### config.mk
export PLATFORM = sky130hd
export DESIGN_NAME = line_rasterizer_unit
export DESIGN_NICKNAME = d
export VERILOG_FILES = /design/src/rtl/core/lr_pkg.sv /design/src/rtl/core/lr_front.sv /design/src/rtl/core/lr_queue.sv /design/src/rtl/core/lr_walker.sv /design/src/rtl/core/line_rasterizer_unit.sv
export VERILOG_INCLUDE_DIRS = /design/src /design/src/rtl/core
export SDC_FILE = /design/constraint.sdc
export NUM_CORES = 1
export LEC_CHECK = 0
export ABC_AREA = 1
export BUFFER_PORTS_ARGS = -buffer_cell sky130_fd_sc_hd__buf_2
export CAP_MARGIN = 30
export CORE_MARGIN = 2
export CORE_UTILIZATION = 45
export CTS_CLUSTER_DIAMETER = 120
export DETAILED_ROUTE_END_ITERATION = 6
export GPL_ROUTABILITY_DRIVEN = 0
export PLACE_DENSITY = 0.63
export SYNTH_ARGS = -nofsm -noshare
export SYNTH_HDL_FRONTEND = slang
export SYNTH_SLANG_ARGS = --single-unit
export TNS_END_PERCENT = 10
### constraint.sdc
create_clock -name clock -period 4.6 [get_ports clock]
set_input_delay 0.46 -clock clock [delete_from_list [all_inputs] [get_ports clock]]
set_output_delay 0.46 -clock clock [all_outputs]
set_load 0.02 [all_outputs]
### src/rtl/core/line_rasterizer_unit_assert.svh
// Assertion macros for the line rasterizer unit
`ifndef LINE_RASTERIZER_UNIT_ASSERT_SVH
`define LINE_RASTERIZER_UNIT_ASSERT_SVH
`ifndef SYNTH
`define LR_ASSERT_SAME(label, ante, cons) \
   label: assert property (@(posedge clock) disable iff (reset) (ante) |-> (cons)) \
      else $error("line rasterizer check failed");
`define LR_ASSERT_NEXT(label, ante, cons) \
   label: assert property (@(posedge clock) disable iff (reset) (ante) |=> (cons)) \
      else $error("line rasterizer check failed");
`else
`define LR_ASSERT_SAME(label, ante, cons)
`define LR_ASSERT_NEXT(label, ante, cons)
`endif
`endif

### src/rtl/core/lr_pkg.sv
// Shared types and constants for the line rasterizer unit
`timescale 1ns / 1ps
package lr_pkg;

   localparam int FIELD_BITS       = 6;
   localparam int ERR_BITS         = FIELD_BITS + 3;
   localparam int COORD_BITS_DEF   = 6;
   localparam int QUEUE_DEPTH_DEF  = 2;

   typedef logic [FIELD_BITS-1:0] coord_type;

   // classified line segment handed from front to walker
   typedef struct packed {
      logic      steep;
      logic      minor_down;
      coord_type maj_start;
      coord_type min_start;
      coord_type maj_end;
      coord_type minor_delta;
      coord_type major_delta;
   } seg_type;

endpackage

### src/rtl/core/lr_front.sv
// Line request classifier: picks major axis, orders endpoints, computes deltas
`timescale 1ns / 1ps
module lr_front #(
   parameter int COORD_BITS = lr_pkg::COORD_BITS_DEF
) (
   input  lr_pkg::coord_type start_x,
   input  lr_pkg::coord_type start_y,
   input  lr_pkg::coord_type end_x,
   input  lr_pkg::coord_type end_y,
   output lr_pkg::seg_type   seg_o
);

   localparam lr_pkg::coord_type COORD_MASK =
      lr_pkg::FIELD_BITS'((1 << COORD_BITS) - 1);

   lr_pkg::coord_type x0, y0, x1, y1, dx, dy;
   lr_pkg::coord_type maj, min, maj_end, min_end;
   logic              steep;

   always_comb begin
      x0 = start_x & COORD_MASK;
      y0 = start_y & COORD_MASK;
      x1 = end_x & COORD_MASK;
      y1 = end_y & COORD_MASK;
      dx = (x1 > x0) ? (x1 - x0) : (x0 - x1);
      dy = (y1 > y0) ? (y1 - y0) : (y0 - y1);
      steep = !(dy < dx);
      if (steep) begin
         if (y0 > y1) begin
            maj = y1; min = x1; maj_end = y0; min_end = x0;
         end else begin
            maj = y0; min = x0; maj_end = y1; min_end = x1;
         end
      end else begin
         if (x0 > x1) begin
            maj = x1; min = y1; maj_end = x0; min_end = y0;
         end else begin
            maj = x0; min = y0; maj_end = x1; min_end = y1;
         end
      end
      seg_o.steep       = steep;
      seg_o.minor_down  = min_end < min;
      seg_o.maj_start   = maj;
      seg_o.min_start   = min;
      seg_o.maj_end     = maj_end;
      seg_o.minor_delta = (min_end > min) ? (min_end - min) : (min - min_end);
      seg_o.major_delta = maj_end - maj;
   end

endmodule

### src/rtl/core/lr_queue.sv
// Short segment queue between classifier and walker
`timescale 1ns / 1ps
module lr_queue #(
   parameter int DEPTH = lr_pkg::QUEUE_DEPTH_DEF
) (
   input  logic            clock,
   input  logic            reset,
   input  logic            push_i,
   input  lr_pkg::seg_type data_i,
   output logic            full_o,
   input  logic            pop_i,
   output lr_pkg::seg_type data_o,
   output logic            empty_o
);

   localparam int PTR_BITS = (DEPTH > 1) ? $clog2(DEPTH) : 1;
   localparam int CNT_BITS = $clog2(DEPTH + 1);
   localparam logic [PTR_BITS-1:0] LAST_PTR = PTR_BITS'(DEPTH - 1);
   localparam logic [CNT_BITS-1:0] FULL_CNT = CNT_BITS'(DEPTH);

   lr_pkg::seg_type       mem_ff [DEPTH];
   logic [PTR_BITS-1:0]   wr_ptr_ff, wr_ptr_in, rd_ptr_ff, rd_ptr_in;
   logic [CNT_BITS-1:0]   count_ff, count_in;
   logic                  do_push, do_pop;

   assign full_o  = (count_ff == FULL_CNT);
   assign empty_o = (count_ff == '0);
   assign do_push = push_i && !full_o;
   assign do_pop  = pop_i && !empty_o;
   assign data_o  = mem_ff[rd_ptr_ff];

   always_comb begin
      wr_ptr_in = wr_ptr_ff;
      rd_ptr_in = rd_ptr_ff;
      count_in  = count_ff;
      if (do_push) begin
         wr_ptr_in = (wr_ptr_ff == LAST_PTR) ? '0 : wr_ptr_ff + 1'b1;
      end
      if (do_pop) begin
         rd_ptr_in = (rd_ptr_ff == LAST_PTR) ? '0 : rd_ptr_ff + 1'b1;
      end
      if (do_push && !do_pop) begin
         count_in = count_ff + 1'b1;
      end else if (do_pop && !do_push) begin
         count_in = count_ff - 1'b1;
      end
   end

   always_ff @(posedge clock) begin
      if (reset) begin
         wr_ptr_ff <= '0;
         rd_ptr_ff <= '0;
         count_ff  <= '0;
      end else begin
         wr_ptr_ff <= wr_ptr_in;
         rd_ptr_ff <= rd_ptr_in;
         count_ff  <= count_in;
      end
   end

   always_ff @(posedge clock) begin
      if (do_push) begin
         mem_ff[wr_ptr_ff] <= data_i;
      end
   end

endmodule

### src/rtl/core/lr_walker.sv
// Bresenham walker: steps one pixel per cycle into the result register while the receiver takes them
`timescale 1ns / 1ps
`include "line_rasterizer_unit_assert.svh"
module lr_walker #(
   parameter int COORD_BITS = lr_pkg::COORD_BITS_DEF
) (
   input  logic              clock,
   input  logic              reset,
   input  lr_pkg::seg_type   seg_i,
   input  logic              q_empty_i,
   output logic              q_pop_o,
   output logic              empty,
   input  logic              pop,
   output lr_pkg::coord_type pixel_x,
   output lr_pkg::coord_type pixel_y,
   output logic              last_pixel
);

   localparam int EB = lr_pkg::ERR_BITS;
   localparam lr_pkg::coord_type COORD_MASK =
      lr_pkg::FIELD_BITS'((1 << COORD_BITS) - 1);

   logic              busy_ff, busy_in;
   logic              steep_ff, steep_in, down_ff, down_in;
   lr_pkg::coord_type maj_ff, maj_in, min_ff, min_in, maj_end_ff, maj_end_in;
   lr_pkg::coord_type minor_ff, minor_in, major_ff, major_in;
   logic [EB-1:0]     err_ff, err_in;
   logic              out_valid_ff, out_valid_in, last_ff, last_in;
   lr_pkg::coord_type px_ff, px_in, py_ff, py_in;
   logic              out_free, at_last, err_pos;

   assign out_free = !out_valid_ff || pop;
   assign at_last  = (maj_ff == maj_end_ff);
   assign err_pos  = !err_ff[EB-1] && (err_ff != '0);
   assign q_pop_o  = !busy_ff && !q_empty_i;

   always_comb begin
      busy_in      = busy_ff;
      steep_in     = steep_ff;
      down_in      = down_ff;
      maj_in       = maj_ff;
      min_in       = min_ff;
      maj_end_in   = maj_end_ff;
      minor_in     = minor_ff;
      major_in     = major_ff;
      err_in       = err_ff;
      out_valid_in = out_valid_ff && !pop;
      px_in        = px_ff;
      py_in        = py_ff;
      last_in      = last_ff;
      if (!busy_ff) begin
         if (!q_empty_i) begin
            busy_in    = 1'b1;
            steep_in   = seg_i.steep;
            down_in    = seg_i.minor_down;
            maj_in     = seg_i.maj_start;
            min_in     = seg_i.min_start;
            maj_end_in = seg_i.maj_end;
            minor_in   = seg_i.minor_delta;
            major_in   = seg_i.major_delta;
            err_in     = EB'({seg_i.minor_delta, 1'b0}) - EB'(seg_i.major_delta);
         end
      end else if (out_free) begin
         out_valid_in = 1'b1;
         px_in        = steep_ff ? min_ff : maj_ff;
         py_in        = steep_ff ? maj_ff : min_ff;
         last_in      = at_last;
         if (err_pos) begin
            min_in = (down_ff ? (min_ff - 1'b1) : (min_ff + 1'b1)) & COORD_MASK;
            err_in = err_ff + EB'({minor_ff, 1'b0}) - EB'({major_ff, 1'b0});
         end else begin
            err_in = err_ff + EB'({minor_ff, 1'b0});
         end
         if (at_last) begin
            busy_in = 1'b0;
         end else begin
            maj_in = (maj_ff + 1'b1) & COORD_MASK;
         end
      end
   end

   always_ff @(posedge clock) begin
      if (reset) begin
         busy_ff      <= 1'b0;
         out_valid_ff <= 1'b0;
      end else begin
         busy_ff      <= busy_in;
         out_valid_ff <= out_valid_in;
      end
   end

   always_ff @(posedge clock) begin
      steep_ff   <= steep_in;
      down_ff    <= down_in;
      maj_ff     <= maj_in;
      min_ff     <= min_in;
      maj_end_ff <= maj_end_in;
      minor_ff   <= minor_in;
      major_ff   <= major_in;
      err_ff     <= err_in;
      px_ff      <= px_in;
      py_ff      <= py_in;
      last_ff    <= last_in;
   end

   assign empty      = !out_valid_ff;
   assign pixel_x    = px_ff;
   assign pixel_y    = py_ff;
   assign last_pixel = last_ff;

   `LR_ASSERT_NEXT(a_last_ends_line, busy_ff && out_free && at_last, !busy_ff && last_pixel)
   `LR_ASSERT_SAME(a_load_when_idle, q_pop_o, !busy_ff)
   `LR_ASSERT_SAME(a_major_in_bounds, busy_ff, maj_ff <= maj_end_ff)
   `LR_ASSERT_SAME(a_err_upper, busy_ff, $signed(err_ff) <= $signed({2'b00, minor_ff, 1'b0}))

endmodule

### src/rtl/core/line_rasterizer_unit.sv
// Top level of the line rasterizer unit
// Usage:
//   Line requests enter through a queue-style port: an item is taken at a
//   clock edge with push high and full low. Each item carries two endpoints.
//   Pixels leave through a queue-style port: while empty is low the oldest
//   pixel sits on rsp_pixel_x / rsp_pixel_y / rsp_last_pixel, and it is
//   taken at an edge with pop high. rsp_last_pixel marks a line's end.
//   The classifier writes each request into a two-entry segment queue; the
//   walker takes one segment, loads it, then produces one pixel per cycle
//   while the receiver takes them. A line has N pixels (N = major delta + 1,
//   at most 2**COORD_BITS); the first pixel passes through the segment queue,
//   the walker's load step and the result register. The walker's single
//   pixel step sets the rate.
//   A stalled receiver holds the walker; requests keep entering until the
//   segment queue fills, then full rises.
//   Synchronous reset empties the segment queue and the result register and
//   returns the walker to idle; no clearing pass is needed.
`timescale 1ns / 1ps
module line_rasterizer_unit #(
   parameter int COORD_BITS  = lr_pkg::COORD_BITS_DEF,
   parameter int QUEUE_DEPTH = lr_pkg::QUEUE_DEPTH_DEF
) (
   input  logic              clock,
   input  logic              reset,
   input  logic              push,
   output logic              full,
   input  lr_pkg::coord_type req_start_x,
   input  lr_pkg::coord_type req_start_y,
   input  lr_pkg::coord_type req_end_x,
   input  lr_pkg::coord_type req_end_y,
   output logic              empty,
   input  logic              pop,
   output lr_pkg::coord_type rsp_pixel_x,
   output lr_pkg::coord_type rsp_pixel_y,
   output logic              rsp_last_pixel
);

   lr_pkg::seg_type seg_in, seg_out;
   logic            q_empty, q_pop;

   lr_front #(.COORD_BITS(COORD_BITS)) u_front (
      .start_x (req_start_x),
      .start_y (req_start_y),
      .end_x   (req_end_x),
      .end_y   (req_end_y),
      .seg_o   (seg_in)
   );

   lr_queue #(.DEPTH(QUEUE_DEPTH)) u_queue (
      .clock   (clock),
      .reset   (reset),
      .push_i  (push),
      .data_i  (seg_in),
      .full_o  (full),
      .pop_i   (q_pop),
      .data_o  (seg_out),
      .empty_o (q_empty)
   );

   lr_walker #(.COORD_BITS(COORD_BITS)) u_walker (
      .clock      (clock),
      .reset      (reset),
      .seg_i      (seg_out),
      .q_empty_i  (q_empty),
      .q_pop_o    (q_pop),
      .empty      (empty),
      .pop        (pop),
      .pixel_x    (rsp_pixel_x),
      .pixel_y    (rsp_pixel_y),
      .last_pixel (rsp_last_pixel)
   );

endmodule

* Word-level counts from Yosys, hierarchy flattened
Memory sizes are Yosys's and may differ from the RTL's. A register that Yosys moved wholly into a read port is not among the register bits.
Index checks and enable logic that the tools add are counted.
** Storage, ports and cells
- Flip-flop bits (word level) :: 60
- Bits in writable memories :: 64
- Input bits :: 28
- Output and inout port bits :: 15
- Logic and storage cells :: 118
- Memories kept :: 1
** Memory list
- u_queue.mem_ff :: words 2, bits a word 32, rd ports 1, clocked after memory_dff 1, wr ports 1, line lr_queue.sv:21 : lr_pkg::seg_type mem_ff [DEPTH];
** Operators by class
- Add/sub/neg operators :: 17
- $lt $le $gt $ge :: 7
- Equal/unequal tests :: 6
- Muxes and demuxes :: 44
- Bitwise operators :: 2
- Reduce and logical (&&, ||, !) cells :: 25
** Operators by type and width (number)
- $mux 6 :: 26
- $sub 6x6->6 :: 7
- $mux 9 :: 4
- $gt 6x6->1 :: 5
- $add 6x1->6 const B :: 2
- $lt 6x6->1 :: 2
- $mux 1 :: 12
- $add 9x7->9 :: 1
- $logic_not 1->1 :: 9
- $reduce_bool 9->1 :: 1
- $sub 9x7->9 :: 1
- $ne 2x2->1 const B :: 4
- $sub 7x6->8 :: 1
- $logic_and 1x1->1 :: 7
- $eq 6x6->1 :: 1
- $reduce_and 2->1 :: 3
- $reduce_and 3->1 :: 2
- $sub 6x1->6 const B :: 1
- $mux 2 :: 2
- $add 1x1->1 const B :: 2
- $add 2x1->2 const B :: 1
- $eq 2x2->1 const B :: 1
- $logic_not 2->1 :: 1
- $not 1->1 :: 2
- other kinds (3) :: 3

* Depth between registers and ports, before layout
- Depth after elaboration :: 7
- Gate-level depth with buffers :: 40
- Gate-level depth less buffers :: 39

* Hierarchy
Synthesis repeated with hierarchy kept, for this count alone.
** Unflattened totals
- Cells, all modules :: 985
- Area total of the unflattened synthesis :: 8964.8 sq um
** Modules (own cells, without submodules)
- lr_walker :: instances 1, cells an instance 382, area an instance 3445.8 sq um, seq. area each 1661.6 sq um
- lr_front :: instances 1, cells an instance 466, area an instance 2800.2 sq um, seq. area each 0.0 sq um
- lr_queue :: instances 1, cells an instance 137, area an instance 2718.9 sq um, seq. area each 2021.9 sq um

* Worst setup path after synthesis
Ideal clock, no wire load.
- Kind :: input port to flip-flop
- Start :: in req_end_y[0]
- End :: mem u_queue.mem_ff[0][10] (netlist name), data pin
- Setup time :: 0.264 ns
- Data arrival time :: 4.382 ns
- Data required time :: 4.336 ns
- Setup slack :: -0.045 ns
- Cell stages on the path :: 34
- Buffers on the path :: 1
- Path through :: inv_1 -> ha_1 -> inv_1 -> fa_1 -> nand2_1 -> inv_1 -> nor2_1 -> o21bai_1 -> nand2_1 -> nand2_1 -> nand2_1 -> nand2_1 -> o21ai_1 -> inv_1 -> nand2_1 -> nand2_1 -> ha_1 -> nand2_1 -> nand2_1 -> nand2_1 -> nand3_2 -> buf_2 -> o31ai_2 -> inv_2 -> fa_1 -> nand2_1 -> nand2_1 -> nand2_1 -> nand2_1 -> nand2_1 -> inv_1 -> nand2_1 -> nand2_1 -> xor2_1
** RTL lines
- start: declaration :: line line_rasterizer_unit.sv:30 : input lr_pkg::coord_type req_end_y,
- end: declaration :: line lr_queue.sv:21

==> impl_results.md <==
- DPL Wire Length: 15.3 mm
- Yosys top cell by area: edfxtp_1
- Vias in the first global route: 6593
- Die height: 142 um
- Nets@finish: 1242
- R2r worst-path depth: 12
- Commonest non-fill, non-tap cells in the layout: nand2_1, inv_1, edfxtp_1, buf_4, o21ai_0
- CP Max Fanout: 5
- Max Fclk: 236 MHz
- CP max stage delay: 0.33 ns
- Io pins: 43
- Post-CTS Hold Buffers: 0
- Design area: 10400 sq um
- Initial core utilization: 45.8%
- Main flop type after synthesis: edfxtp_1
- Core Util, Final: 55.8%
- CP max stage cell: fa_2
- Pin count of the biggest net entering global routing: 33
- DR DRC count: 0
- Gr usage total: 20.1%
- Wire per inst: 14.1 um
- Drt pass-1 iters: 5
- Data arrival time of the critical path: 4.41 ns
- FILL cells: 1648
- Syn Area/Cell: 8.60 sq um
- H-tree levels: 4
- CP startpoint kind: input pin
- Hold Crit Depth: 2
- Clk buf depth: 2
- Port Buffers: 42
- Setup Viol. Count Final: 0
- Final Hold Vio Count: 0
- Critical Path Sink: u_queue.mem_ff[1][9]$_DFFE_PP_
- Setup clock skew after layout: 0.00994 ns
- Clock tree from TritonCTS: done
- Worst EP required: 4.76 ns
- RR Startpoint: u_walker.err_ff[1]$_DFFE_PP_
- HP Class: input pin to flop
- Remaining antenna violation count: 0
- Register area share after synthesis: 43.0%
- Status: finished clean
- Sink Count: 125
- Worst slew margin: 56.5%
- Hold WS: 0.311 ns
- Min Tclk post-route: 4.25 ns
- Area growth, synth to finish: 21.7%
- Layout cell share with drive strength beyond 1: 22.5%
- Synth cell types: 49
- Post-synth EDFFs: 118
- Ys async rst share: 0%
- Yosys reg bits: 125
- Vias/cell: 5.03
- Core Box Area: 18700 sq um
- Initial antenna violation count: 0
- Placed Area: 9730 sq um
- Mapped Area: 8570 sq um
- Synth top area cells: edfxtp_1, nand2_1, ha_1
- Synth top area share: 41.3%
- Total grt overflow: 0
- Post-Route WL: 19.4 mm
- Final Slew Violations: 0
- Synth warnings: 0
- Max Cap Violations: 0
- First-pass GRT wire length: 32.0 mm
- Vias: 6955
- Syn Nets: 1104
- Die Wd: 142 um
- Clock slew at reported path FFs: 0.06 ns
- # diodes: 0
- Die area: 20200 sq um
- Crit path from: req_end_y[0]
- Least-Margin Pin Slew: 0.652 ns
- Critical path class: input pin to flop
- Commonest non-fill, non-tap cell in the layout: nand2_1
- Reg-to-reg setup timing slack: 1.79 ns
- Crit path capture type: flop
- Root Buffer: clkbuf_16
- Synthesized instance count: 997
- DR iter-0 viols: 406
- # rows: 50
- Clock Latency Late Sink: 0.40 ns
- Final period util: 92.3%
- Total CTS buffers: 17
- R2R Path End: u_walker.err_ff[8]$_DFFE_PP_
- Most frequent CP cell: nand2_1
-- logic make-up after synthesis --
| logic type | count (synthesis) | share of synthesized area (%) |
|---|---|---|
| compound gates | 203 | 14.0 |
| xor+xnor | 27 | 2.76 |
| fa+ha+maj | 79 | 12.5 |
| buf+inv | 170 | 8.07 |
| flops | 125 | 43.0 |
| mux | 1 | 0.117 |
| simple gates | 392 | 19.6 |
-- metal layers --
| metal | up-vias | track usage, % | share of wire, % |
|---|---|---|---|
| met5 | - | 0 | 0 |
| met4 | 0 | 5.63 | 1.3 |
| met3 | 24 | 2.39 | 2.8 |
| met2 | 127 | 35.2 | 50 |
| met1 | 3185 | 26.2 | 46 |
| li1 | 3619 | - | - |
-- state kept, by name, indices dropped and copies added (netlist names), 2 cells and up, named ones only --
name and flops:
u_queue.mem_ff 64, u_walker.err_ff 9, u_walker.maj_end_ff 6, u_walker.maj_ff 6, u_walker.major_ff 6, u_walker.min_ff 6
u_walker.minor_ff 6, u_walker.pixel_x 6, u_walker.pixel_y 6, u_queue.count_ff 2
-- timing repair --
item                                    4_1_cts  5_1_grt
endpoints found under the setup margin        0       16
gates resized for setup                       0       25
setup buffers                                 0        1
-- worst min path at each step --
stage	startpoint	end	slack, ns
detailed placement	u_queue.mem_ff[0][17]$_DFFE_PP_	u_walker.maj_end_ff[5]$_DFFE_PP_	0.50
floorplan	u_queue.wr_ptr_ff$_SDFFE_PP0P_	u_queue.wr_ptr_ff$_SDFFE_PP0P_	0.48
CTS	reset	u_walker.out_valid_ff$_SDFF_PP0_	0.29
finish	reset	u_walker.out_valid_ff$_SDFF_PP0_	0.31
global route	reset	u_walker.out_valid_ff$_SDFF_PP0_	0.30
global placement	u_queue.mem_ff[0][17]$_DFFE_PP_	u_walker.maj_end_ff[5]$_DFFE_PP_	0.49
-- synth_stat cells (9+ instances only) --
cell and count:
nand2_1 228, inv_1 127, edfxtp_1 118, o21ai_0 75
nor2_1 73, a21oi_1 69, ha_1 68, nand3_1 44
xor2_1 17, inv_2 13, nand2_2 13, fa_1 11
clkbuf_1 10, xnor2_1 10, buf_2 9
-- critical path: cells and delay by family --
kind	cells	cell delay [ns]
simple gates	20	1.43
buf+inv	8	0.65
compound gates	6	0.62
fa+ha+maj	5	1.24
-- area by class of cell --
type	instances	area (sq um)	share of cell area, %
multi-input cells	702	4290	41.1
flip-flops and latches	125	3680	35.3
inverters	142	533	5.11
repair buffers	147	1020	9.80
well taps	234	293	2.81
clock inverters	12	163	1.56
clock buffers	20	447	4.28
-- stage by stage --
| stage | setup TNS, ns | setup WS (ns) | std cells |
|---|---|---|---|
| 3_3_place_gp | -1.94 | -0.169 | 1349 |
| 2_1_floorplan | 0 | 0.0245 | 997 |
| 4_1_cts | 0 | 0.165 | 1381 |
| 5_1_grt | -0.0401 | -0.0201 | 1382 |
| 3_5_place_dp | -3.41 | -0.262 | 1349 |
| 6_report | 0 | 0.354 | 1382 |
Power is not shown: default switching activity piles up to over one toggle a cycle in this logic, so the estimate is an artifact.
